==> config.mk <==
export PLATFORM = sky130hd
export DESIGN_NAME = sha256_message_digest
export DESIGN_NICKNAME = d
export VERILOG_FILES = /design/src/rtl/core/sha_pkg.sv /design/src/rtl/core/sha_front.sv /design/src/rtl/core/sha_engine.sv /design/src/rtl/core/sha256_message_digest.sv
export SDC_FILE = /design/constraint.sdc
export NUM_CORES = 2
export LEC_CHECK = 0
export ABC_AREA = 1
export BUFFER_PORTS_ARGS = -buffer_cell sky130_fd_sc_hd__buf_2
export CAP_MARGIN = 30
export CORE_UTILIZATION = 50
export DETAILED_ROUTE_END_ITERATION = 6
export PLACE_DENSITY = 0.68
export SYNTH_ARGS = -nofsm -noshare
export SYNTH_HDL_FRONTEND = slang
export SYNTH_HIERARCHICAL = 1
export SYNTH_SLANG_ARGS = --single-unit
==> constraint.sdc <==
create_clock -name clk -period 41.4 [get_ports clk]
set_input_delay 2.07 -clock clk [delete_from_list [all_inputs] [get_ports clk]]
set_output_delay 2.07 -clock clk [all_outputs]
set_load 0.05 [all_outputs]
==> src/rtl/core/sha_pkg.sv <==
// ----------------------------------------------------------------------------
// SHA-256 shared definitions
// Request types, round constants, the initial hash and the round functions.
// ----------------------------------------------------------------------------
`default_nettype none

package sha_pkg;

  typedef logic [31:0] word_t;

  // Classification of an incoming request.
  typedef enum logic {
    KIND_BYTE   = 1'b0,
    KIND_FINISH = 1'b1
  } kind_t;

  typedef struct packed {
    kind_t      kind;
    logic [7:0] data;
  } req_t;

  localparam logic [7:0] PAD_BYTE = 8'h80;

  localparam word_t ROUND_K [64] = '{
    32'h428a2f98, 32'h71374491, 32'hb5c0fbcf, 32'he9b5dba5,
    32'h3956c25b, 32'h59f111f1, 32'h923f82a4, 32'hab1c5ed5,
    32'hd807aa98, 32'h12835b01, 32'h243185be, 32'h550c7dc3,
    32'h72be5d74, 32'h80deb1fe, 32'h9bdc06a7, 32'hc19bf174,
    32'he49b69c1, 32'hefbe4786, 32'h0fc19dc6, 32'h240ca1cc,
    32'h2de92c6f, 32'h4a7484aa, 32'h5cb0a9dc, 32'h76f988da,
    32'h983e5152, 32'ha831c66d, 32'hb00327c8, 32'hbf597fc7,
    32'hc6e00bf3, 32'hd5a79147, 32'h06ca6351, 32'h14292967,
    32'h27b70a85, 32'h2e1b2138, 32'h4d2c6dfc, 32'h53380d13,
    32'h650a7354, 32'h766a0abb, 32'h81c2c92e, 32'h92722c85,
    32'ha2bfe8a1, 32'ha81a664b, 32'hc24b8b70, 32'hc76c51a3,
    32'hd192e819, 32'hd6990624, 32'hf40e3585, 32'h106aa070,
    32'h19a4c116, 32'h1e376c08, 32'h2748774c, 32'h34b0bcb5,
    32'h391c0cb3, 32'h4ed8aa4a, 32'h5b9cca4f, 32'h682e6ff3,
    32'h748f82ee, 32'h78a5636f, 32'h84c87814, 32'h8cc70208,
    32'h90befffa, 32'ha4506ceb, 32'hbef9a3f7, 32'hc67178f2
  };

  localparam word_t INIT_HASH [8] = '{
    32'h6a09e667, 32'hbb67ae85, 32'h3c6ef372, 32'ha54ff53a,
    32'h510e527f, 32'h9b05688c, 32'h1f83d9ab, 32'h5be0cd19
  };

  function automatic word_t big_sigma0(input word_t x);
    return {x[1:0], x[31:2]} ^ {x[12:0], x[31:13]} ^ {x[21:0], x[31:22]};
  endfunction

  function automatic word_t big_sigma1(input word_t x);
    return {x[5:0], x[31:6]} ^ {x[10:0], x[31:11]} ^ {x[24:0], x[31:25]};
  endfunction

  function automatic word_t small_sigma0(input word_t x);
    return {x[6:0], x[31:7]} ^ {x[17:0], x[31:18]} ^ {3'b000, x[31:3]};
  endfunction

  function automatic word_t small_sigma1(input word_t x);
    return {x[16:0], x[31:17]} ^ {x[18:0], x[31:19]} ^ {10'd0, x[31:10]};
  endfunction

  function automatic word_t choose(input word_t e, input word_t f, input word_t g);
    return (e & f) ^ (~e & g);
  endfunction

  function automatic word_t majority(input word_t a, input word_t b, input word_t c);
    return (a & b) ^ (a & c) ^ (b & c);
  endfunction

endpackage

`default_nettype wire

==> src/rtl/core/sha_front.sv <==
// ----------------------------------------------------------------------------
// SHA-256 request front end
// Accepts requests, classifies them and holds them in a short queue.
// ----------------------------------------------------------------------------
`default_nettype none

module sha_front
  import sha_pkg::*;
#(
  parameter int DEPTH = 4
) (
  input  wire logic       clk,
  input  wire logic       rst,
  input  wire logic       item_valid,
  output logic            item_stall,
  input  wire logic       op,
  input  wire logic [7:0] data_byte,
  output logic            req_valid,
  output req_t            req,
  input  wire logic       req_pop
);

  localparam int PTR_W = (DEPTH > 1) ? $clog2(DEPTH) : 1;
  localparam int CNT_W = $clog2(DEPTH + 1);

  req_t             queue [DEPTH];
  logic [PTR_W-1:0] wr_ptr;
  logic [PTR_W-1:0] rd_ptr;
  logic [CNT_W-1:0] count;
  logic             push;
  logic             pop;
  req_t             incoming;

  assign item_stall = (count == CNT_W'(DEPTH));
  assign req_valid  = (count != '0);
  assign req        = queue[rd_ptr];
  assign push       = item_valid && !item_stall;
  assign pop        = req_pop && req_valid;

  always_comb begin
    incoming.kind = op ? KIND_FINISH : KIND_BYTE;
    incoming.data = data_byte;
  end

  always_ff @(posedge clk) begin
    if (push) begin
      queue[wr_ptr] <= incoming;
    end
  end

  always_ff @(posedge clk) begin
    if (rst) begin
      wr_ptr <= '0;
      rd_ptr <= '0;
      count  <= '0;
    end else begin
      if (push) begin
        wr_ptr <= (wr_ptr == PTR_W'(DEPTH - 1)) ? '0 : wr_ptr + 1'b1;
      end
      if (pop) begin
        rd_ptr <= (rd_ptr == PTR_W'(DEPTH - 1)) ? '0 : rd_ptr + 1'b1;
      end
      if (push && !pop) begin
        count <= count + 1'b1;
      end else if (pop && !push) begin
        count <= count - 1'b1;
      end
    end
  end

`ifndef SYNTH
  a_pop_needs_entry: assert property (@(posedge clk) disable iff (rst)
    req_pop |-> req_valid)
    else $error("back end popped an empty queue");

  a_count_bound: assert property (@(posedge clk) disable iff (rst)
    count <= CNT_W'(DEPTH))
    else $error("queue count above depth");

  a_count_up: assert property (@(posedge clk) disable iff (rst)
    (push && !pop) |=> count == $past(count) + 1'b1)
    else $error("queue count did not follow a push");
`endif

endmodule

`default_nettype wire

==> src/rtl/core/sha_engine.sv <==
// ----------------------------------------------------------------------------
// SHA-256 back end
// Packs bytes, pads the message, runs the rounds and returns the digest.
// ----------------------------------------------------------------------------
`default_nettype none

module sha_engine
  import sha_pkg::*;
(
  input  wire logic        clk,
  input  wire logic        rst,
  input  wire logic        req_valid,
  input  wire req_t        req,
  output logic             req_pop,
  output logic             digest_valid,
  input  wire logic        digest_stall,
  output logic [31:0]      digest_word,
  output logic [2:0]       word_index,
  output logic             last
);

  typedef enum logic [2:0] {
    ST_IDLE,
    ST_PAD,
    ST_LEN,
    ST_ROUND,
    ST_FOLD,
    ST_OUT
  } state_t;

  state_t      state;
  state_t      ret_state;
  logic [5:0]  pos;
  logic [23:0] acc;
  word_t       win [16];
  logic [63:0] bits;
  logic        pad_first;
  logic [2:0]  len_idx;
  logic [5:0]  round;
  word_t       v [8];
  word_t       cv [8];
  logic [2:0]  out_idx;

  logic        push_en;
  logic [7:0]  push_byte;
  word_t       t1;
  word_t       t2;
  word_t       w_new;

  always_comb begin
    push_en   = 1'b0;
    push_byte = '0;
    req_pop   = 1'b0;
    unique case (state)
      ST_IDLE: begin
        if (req_valid) begin
          req_pop = 1'b1;
          if (req.kind == KIND_BYTE) begin
            push_en   = 1'b1;
            push_byte = req.data;
          end
        end
      end
      ST_PAD: begin
        push_en   = 1'b1;
        push_byte = pad_first ? PAD_BYTE : 8'd0;
      end
      ST_LEN: begin
        push_en   = 1'b1;
        push_byte = bits[{~len_idx, 3'b000} +: 8];
      end
      default: begin
        push_en = 1'b0;
      end
    endcase
  end

  always_comb begin
    t1 = v[7] + big_sigma1(v[4]) + choose(v[4], v[5], v[6]) + ROUND_K[round] + win[0];
    t2 = big_sigma0(v[0]) + majority(v[0], v[1], v[2]);
    w_new = small_sigma1(win[14]) + win[9] + small_sigma0(win[1]) + win[0];
  end

  always_ff @(posedge clk) begin
    if (rst) begin
      state        <= ST_IDLE;
      ret_state    <= ST_IDLE;
      pos          <= '0;
      bits         <= '0;
      pad_first    <= 1'b0;
      len_idx      <= '0;
      round        <= '0;
      out_idx      <= '0;
      cv           <= INIT_HASH;
      digest_valid <= 1'b0;
    end else begin
      // In the output state the digest register is refilled below instead.
      if (digest_valid && !digest_stall && state != ST_OUT) begin
        digest_valid <= 1'b0;
      end

      // Byte packing: every fourth byte completes a word that enters the window.
      if (push_en) begin
        if (pos[1:0] == 2'b11) begin
          for (int i = 0; i < 15; i++) begin
            win[i] <= win[i+1];
          end
          win[15] <= {acc, push_byte};
        end else begin
          acc <= {acc[15:0], push_byte};
        end
        pos <= pos + 1'b1;
      end

      unique case (state)
        ST_IDLE: begin
          if (req_valid) begin
            if (req.kind == KIND_BYTE) begin
              bits <= bits + 64'd8;
              if (pos == 6'd63) begin
                state     <= ST_ROUND;
                ret_state <= ST_IDLE;
                v         <= cv;
                round     <= '0;
              end
            end else begin
              state     <= ST_PAD;
              pad_first <= 1'b1;
            end
          end
        end
        ST_PAD: begin
          pad_first <= 1'b0;
          if (pos == 6'd63) begin
            state     <= ST_ROUND;
            ret_state <= ST_PAD;
            v         <= cv;
            round     <= '0;
          end else if (pos == 6'd55) begin
            state   <= ST_LEN;
            len_idx <= '0;
          end
        end
        ST_LEN: begin
          len_idx <= len_idx + 1'b1;
          if (len_idx == 3'd7) begin
            state     <= ST_ROUND;
            ret_state <= ST_OUT;
            v         <= cv;
            round     <= '0;
          end
        end
        ST_ROUND: begin
          v[7] <= v[6];
          v[6] <= v[5];
          v[5] <= v[4];
          v[4] <= v[3] + t1;
          v[3] <= v[2];
          v[2] <= v[1];
          v[1] <= v[0];
          v[0] <= t1 + t2;
          for (int i = 0; i < 15; i++) begin
            win[i] <= win[i+1];
          end
          win[15] <= w_new;
          round   <= round + 1'b1;
          if (round == 6'd63) begin
            state <= ST_FOLD;
          end
        end
        ST_FOLD: begin
          for (int i = 0; i < 8; i++) begin
            cv[i] <= cv[i] + v[i];
          end
          out_idx <= '0;
          state   <= ret_state;
        end
        ST_OUT: begin
          if (!digest_valid || !digest_stall) begin
            digest_valid <= 1'b1;
            digest_word  <= cv[out_idx];
            word_index   <= out_idx;
            last         <= (out_idx == 3'd7);
            out_idx      <= out_idx + 1'b1;
            if (out_idx == 3'd7) begin
              cv    <= INIT_HASH;
              bits  <= '0;
              state <= ST_IDLE;
            end
          end
        end
        default: begin
          state <= ST_IDLE;
        end
      endcase
    end
  end

`ifndef SYNTH
  a_pop_only_idle: assert property (@(posedge clk) disable iff (rst)
    req_pop |-> state == ST_IDLE)
    else $error("request taken outside idle");

  a_last_on_seventh: assert property (@(posedge clk) disable iff (rst)
    (digest_valid && last) |-> word_index == 3'd7)
    else $error("last flag on wrong digest word");

  a_fold_after_rounds: assert property (@(posedge clk) disable iff (rst)
    state == ST_FOLD |-> $past(state) == ST_ROUND && $past(round) == 6'd63)
    else $error("fold without a full set of rounds");

  a_len_position: assert property (@(posedge clk) disable iff (rst)
    state == ST_LEN |-> pos[5:3] == 3'b111 && pos[2:0] == len_idx)
    else $error("length bytes out of place");
`endif

endmodule

`default_nettype wire

==> src/rtl/core/sha256_message_digest.sv <==
// ----------------------------------------------------------------------------
// SHA-256 message digest
// Byte-stream SHA-256 with padding and an eight-word digest output.
// ----------------------------------------------------------------------------
//
// Channel   Direction  Handshake                  Payload
// item      in         item_valid / item_stall    op, data_byte
// digest    out        digest_valid / digest_stall digest_word, word_index, last
//
// A message byte is taken by the back end while it is idle. Every 64th byte
// starts the compression, one round per cycle: 64 rounds, then a fold of the
// result into the chaining value, all done by the single round unit; no more
// bytes are taken until the fold is done.
// A finish request pads one byte per cycle (pad and length bytes fill one or
// two blocks, each compressed as above), then delivers eight digest words, one
// per cycle unless digest_stall holds them.
// Reset (rst, synchronous) empties the request queue, clears the byte and bit
// counts and loads the standard initial hash.
// The request queue keeps item_stall low while the back end is busy, until it
// fills; a stalled digest word stays in the output register.
//
`default_nettype none

module sha256_message_digest
  import sha_pkg::*;
#(
  parameter int QUEUE_DEPTH = 4
) (
  input  wire logic        clk,
  input  wire logic        rst,
  input  wire logic        item_valid,
  output logic             item_stall,
  input  wire logic        op,
  input  wire logic [7:0]  data_byte,
  output logic             digest_valid,
  input  wire logic        digest_stall,
  output logic [31:0]      digest_word,
  output logic [2:0]       word_index,
  output logic             last
);

  // Requests travel from the classifying front end to the engine through
  // the queue inside the front end.
  logic req_valid;
  req_t req;
  logic req_pop;

  sha_front #(
    .DEPTH (QUEUE_DEPTH)
  ) u_front (
    .clk        (clk),
    .rst        (rst),
    .item_valid (item_valid),
    .item_stall (item_stall),
    .op         (op),
    .data_byte  (data_byte),
    .req_valid  (req_valid),
    .req        (req),
    .req_pop    (req_pop)
  );

  // The engine owns the block window, the counts, the chaining value and the
  // output register.
  sha_engine u_engine (
    .clk          (clk),
    .rst          (rst),
    .req_valid    (req_valid),
    .req          (req),
    .req_pop      (req_pop),
    .digest_valid (digest_valid),
    .digest_stall (digest_stall),
    .digest_word  (digest_word),
    .word_index   (word_index),
    .last         (last)
  );

endmodule

`default_nettype wire
==> flow_summary.rst <==
.. list-table::
   :header-rows: 1

   * - Metric
     - Value
   * - Buffers on Ports
     - 50
   * - Flop and latch count out of synthesis
     - 1215
   * - Worst reg2reg path startpoint
     - u_engine/round[1]$_SDFFE_PP0P_
   * - Top cell by count, worst path
     - inv_1
   * - Capturing instance or port of the critical path
     - u_engine/v[238]$_DFFE_PP_
   * - Buffer levels on the longest clock path
     - 3
   * - Main synth FF type
     - edfxtp_1
   * - Fraction of post-synthesis cell area in the top cell type by area
     - 32.2%
   * - Worst reg2reg path endpoint
     - u_engine/v[238]$_DFFE_PP_
   * - Layout cell share with drive strength beyond 1
     - 4.61%
   * - Final antenna-violating net count
     - 0
   * - Classification of the worst-slack hold path
     - reg -> reg
   * - Non-Filler Cell Area, Final
     - 87400 µm²
   * - Source-to-sink clock delay at the later pin of the worst-skew pair
     - 830 ps
   * - Global-route wire length before repair
     - 468000 µm
   * - Number of setup violations in the final report
     - 0
   * - Routed via count
     - 74549
   * - I/O pin total
     - 51
   * - Crit path max fanout
     - 14
   * - Number of logic stages on the critical path including buffering
     - 33
   * - Clock slew at reported path FFs
     - 70 ps
   * - Cell taking the most area after synthesis
     - edfxtp_1
   * - Arrival time of the worst setup path
     - 9480 ps
   * - Critical Path Start Type
     - flop
   * - Die area
     - 163000 µm²
   * - Worst Path Buf+Inv
     - 8
   * - Number of max-slew violations in the final report
     - 0
   * - Fin Setup TNS
     - 0 ps
   * - Sequential area share after synthesis
     - 41.0%
   * - Number of nets in the synthesized netlist
     - 10703
   * - Most common library cell in the layout ignoring fill and taps
     - nand2_1
   * - Effective utilization at floorplan
     - 50.6%
   * - Violations in the final reports
     - DRC
   * - Chip Width
     - 403 µm
   * - Row Count
     - 146
   * - Reg2reg path depth
     - 33
   * - GRT Overall Usage
     - 39.5%
   * - Start-to-end type of the worst setup path
     - reg -> reg
   * - Smallest hold slack
     - 411 ps
   * - Via count of the first global-routing pass
     - 67865
   * - Detailed-route DRC error count
     - 19
   * - Number of antenna violations at the first check in global routing
     - 15
   * - Max Freq
     - 112 MHz
   * - Library cell contributing the largest single delay on the critical path
     - dfxtp_1
   * - DRT Wirelength
     - 329000 µm
   * - Beginning of the critical path
     - u_engine/round[1]$_SDFFE_PP0P_
   * - Vias per cell
     - 6.06
   * - Max-Cap Viols
     - 0
   * - Most frequent cells in the layout
     - 2427 x nand2_1, 1237 x inv_1, 864 x edfxtp_1
   * - Minimum setup slack in the final design
     - 32460 ps
   * - Clock tree from TritonCTS
     - done
   * - Instance count of the mapped netlist
     - 10089
   * - Wire length per cell after detailed routing
     - 26.7 µm
   * - Violation count after the first detailed-routing iteration
     - 10767
   * - Cts-stage hold buffer count
     - 0
   * - Worst Clk Skew
     - 29.9 ps
   * - Mean post-synth cell area
     - 7.98 µm²
   * - Placeable Area
     - 159000 µm²
   * - Critical Path Max Stage Delay
     - 660 ps
   * - Worst reg2reg setup slack
     - 32460 ps
   * - Nature of the critical path endpoint
     - flop
   * - Total clock buffers created by CTS
     - 140
   * - CTS Sinks
     - 1215
   * - Synth Warn #
     - 6
   * - Post-synthesis cell type count
     - 70
   * - Post-DP Area
     - 82700 µm²
   * - Final number of hold-violating endpoints
     - 0
   * - Async SR Flop Fraction
     - 0%
   * - Number of enable-type register cells in the synthesized netlist
     - 864
   * - NumNets Final
     - 10637
   * - Grt ovf
     - 0
   * - Post-DP HPWL
     - 256000 µm
   * - Period utilization
     - 21.6%
   * - RSZ-0062 raised after global routing
     - false
   * - Resize count post-CTS
     - 0
   * - Time the worst path needs with I/O delays and setup
     - 8940 ps
   * - Post-CTS Repair Setup Buffers
     - 0
   * - Critical path's top delay family
     - adder cells
   * - Area of the mapped netlist
     - 80500 µm²
   * - Data required, critical path
     - 41950 ps
   * - Largest net degree at the start of global routing
     - 202
   * - Die Span Y
     - 403 µm
   * - Depth of the CTS H-tree
     - 4
   * - Pre-CTS setup slack
     - 32710 ps
   * - Number of iterations in the first detailed-routing pass
     - 7
   * - Top area cells in the synthesized netlist
     - edfxtp_1 32%, nand2_1 11%, dfxtp_1 8.7%
   * - Normalized max-slew margin
     - 21.7%
   * - Root buffer cell
     - clkbuf_16
   * - Synth-to-layout area growth
     - 8.57%
   * - Transition at the pin with the smallest max-transition slack
     - 1170 ps
   * - Status
     - complete, but fails checks
   * - Last weighted congestion value of the routability-driven placer
     - 1.08
layer usage:
layer  vias up  global-route usage (%)  part of all wire, %  wire (µm)
met5         -                       0                0.018         59
li1      33694                       -                    -          -
met4         8                    18.1                  5.2      17200
met1     35464                    55.7                   41     136000
met3       789                    11.3                   13      42800
met2      4594                    55.9                   40     133000
worst register-to-register path: cells and delay by family (launching register included):
kind,cells,cell delay [ps]
adders and majority gates,8,3400
AOI/OAI and AO/OA,9,1860
and+or+nand+nor,7,1280
buffers and inverters,8,1040
DFF,1,660
xor gates and xnor gates,1,430
worst min path at each step:
| stage | cells past startpoint | endpoint | start | slack, ps |
|---|---|---|---|---|
| finish | 0 | u_engine/win[0][192]$_DFFE_PP_ | u_engine/win[0][224]$_DFFE_PP_ | 410 |
| global route | 0 | u_engine/win[0][196]$_DFFE_PP_ | u_engine/win[0][228]$_DFFE_PP_ | 410 |
| CTS | 0 | u_engine/win[1][82]$_DFFE_PP_ | u_engine/win[1][114]$_DFFE_PP_ | 410 |
| detailed placement | 0 | u_engine/win[0][153]$_DFFE_PP_ | u_engine/win[0][185]$_DFFE_PP_ | 400 |
| global placement | 0 | u_engine/win[0][73]$_DFFE_PP_ | u_engine/win[0][105]$_DFFE_PP_ | 400 |
| floorplan | 0 | u_engine/win[0][100]$_DFFE_PP_ | u_engine/win[0][132]$_DFFE_PP_ | 400 |
area by class of cell:
cell class / count / area (µm²)
Clock buffer: 178 / 3720
Multi-Input combinational cell: 7282 / 41400
Tap cell: 2146 / 2690
Sequential cell: 1215 / 33000
Timing Repair Buffer: 118 / 865
Inverter: 1266 / 4780
Fill cell: 15091 / 71700
Clock inverter: 82 / 888
Antenna cell: 6 / 15.0
metrics by stage:
stage	utilization, %	instances
6_report	54.9	12293
5_1_grt	54.9	12287
4_1_cts	54.9	12279
3_5_place_dp	52.0	12019
3_3_place_gp	51.9	12015
2_1_floorplan	-	10089
flip-flops by register name, summed over array words and instances (netlist names), 6 cells and up, named ones only:
register              count
u_engine/acc             24
u_engine/round            6
u_engine/bits            61
u_engine/pos              6
u_engine/win            512
u_engine/digest_word     32
u_engine/v              256
u_engine/cv             256
u_front/queue            36
cells in the mapped netlist, drive strengths merged (10+ instances only):
master and instances:
clkbuf 238, o21a 31, nand3 568, buf 88, edfxtp 864, o21bai 87
a211oi 10, nor4 20, o221ai 11, nand4 126, a21o 51, o22ai 41
o211ai 74, a21boi 25, a31oi 86, dfxtp 351, o31ai 10, inv 1263
xor2 205, or2 42, nand3b 36, fa 196, xnor2 149, a21oi 855
o21ai 824, nand2 2439, ha 405, nor3 114, nor2 815
cells by family (layout without fill, tap and decap cells):
| group | Yosys count | after routing | share of synthesized area (%) |
|---|---|---|---|
| buffers and inverters | 1592 | 1644 | 7.59 |
| muxes | 2 | 2 | 0.0264 |
| DFF | 1215 | 1215 | 41.0 |
| xor gates and xnor gates | 354 | 354 | 3.85 |
| other | 0 | 6 | 0 |
| and+or+nand+nor | 4185 | 4185 | 21.7 |
| AOI/OAI and AO/OA | 2139 | 2139 | 14.7 |
| adders and majority gates | 602 | 602 | 11.2 |
Power is left out: the tool's default activity adds up to more than one toggle a clock period on the data nets, which glitch-free logic cannot reach.
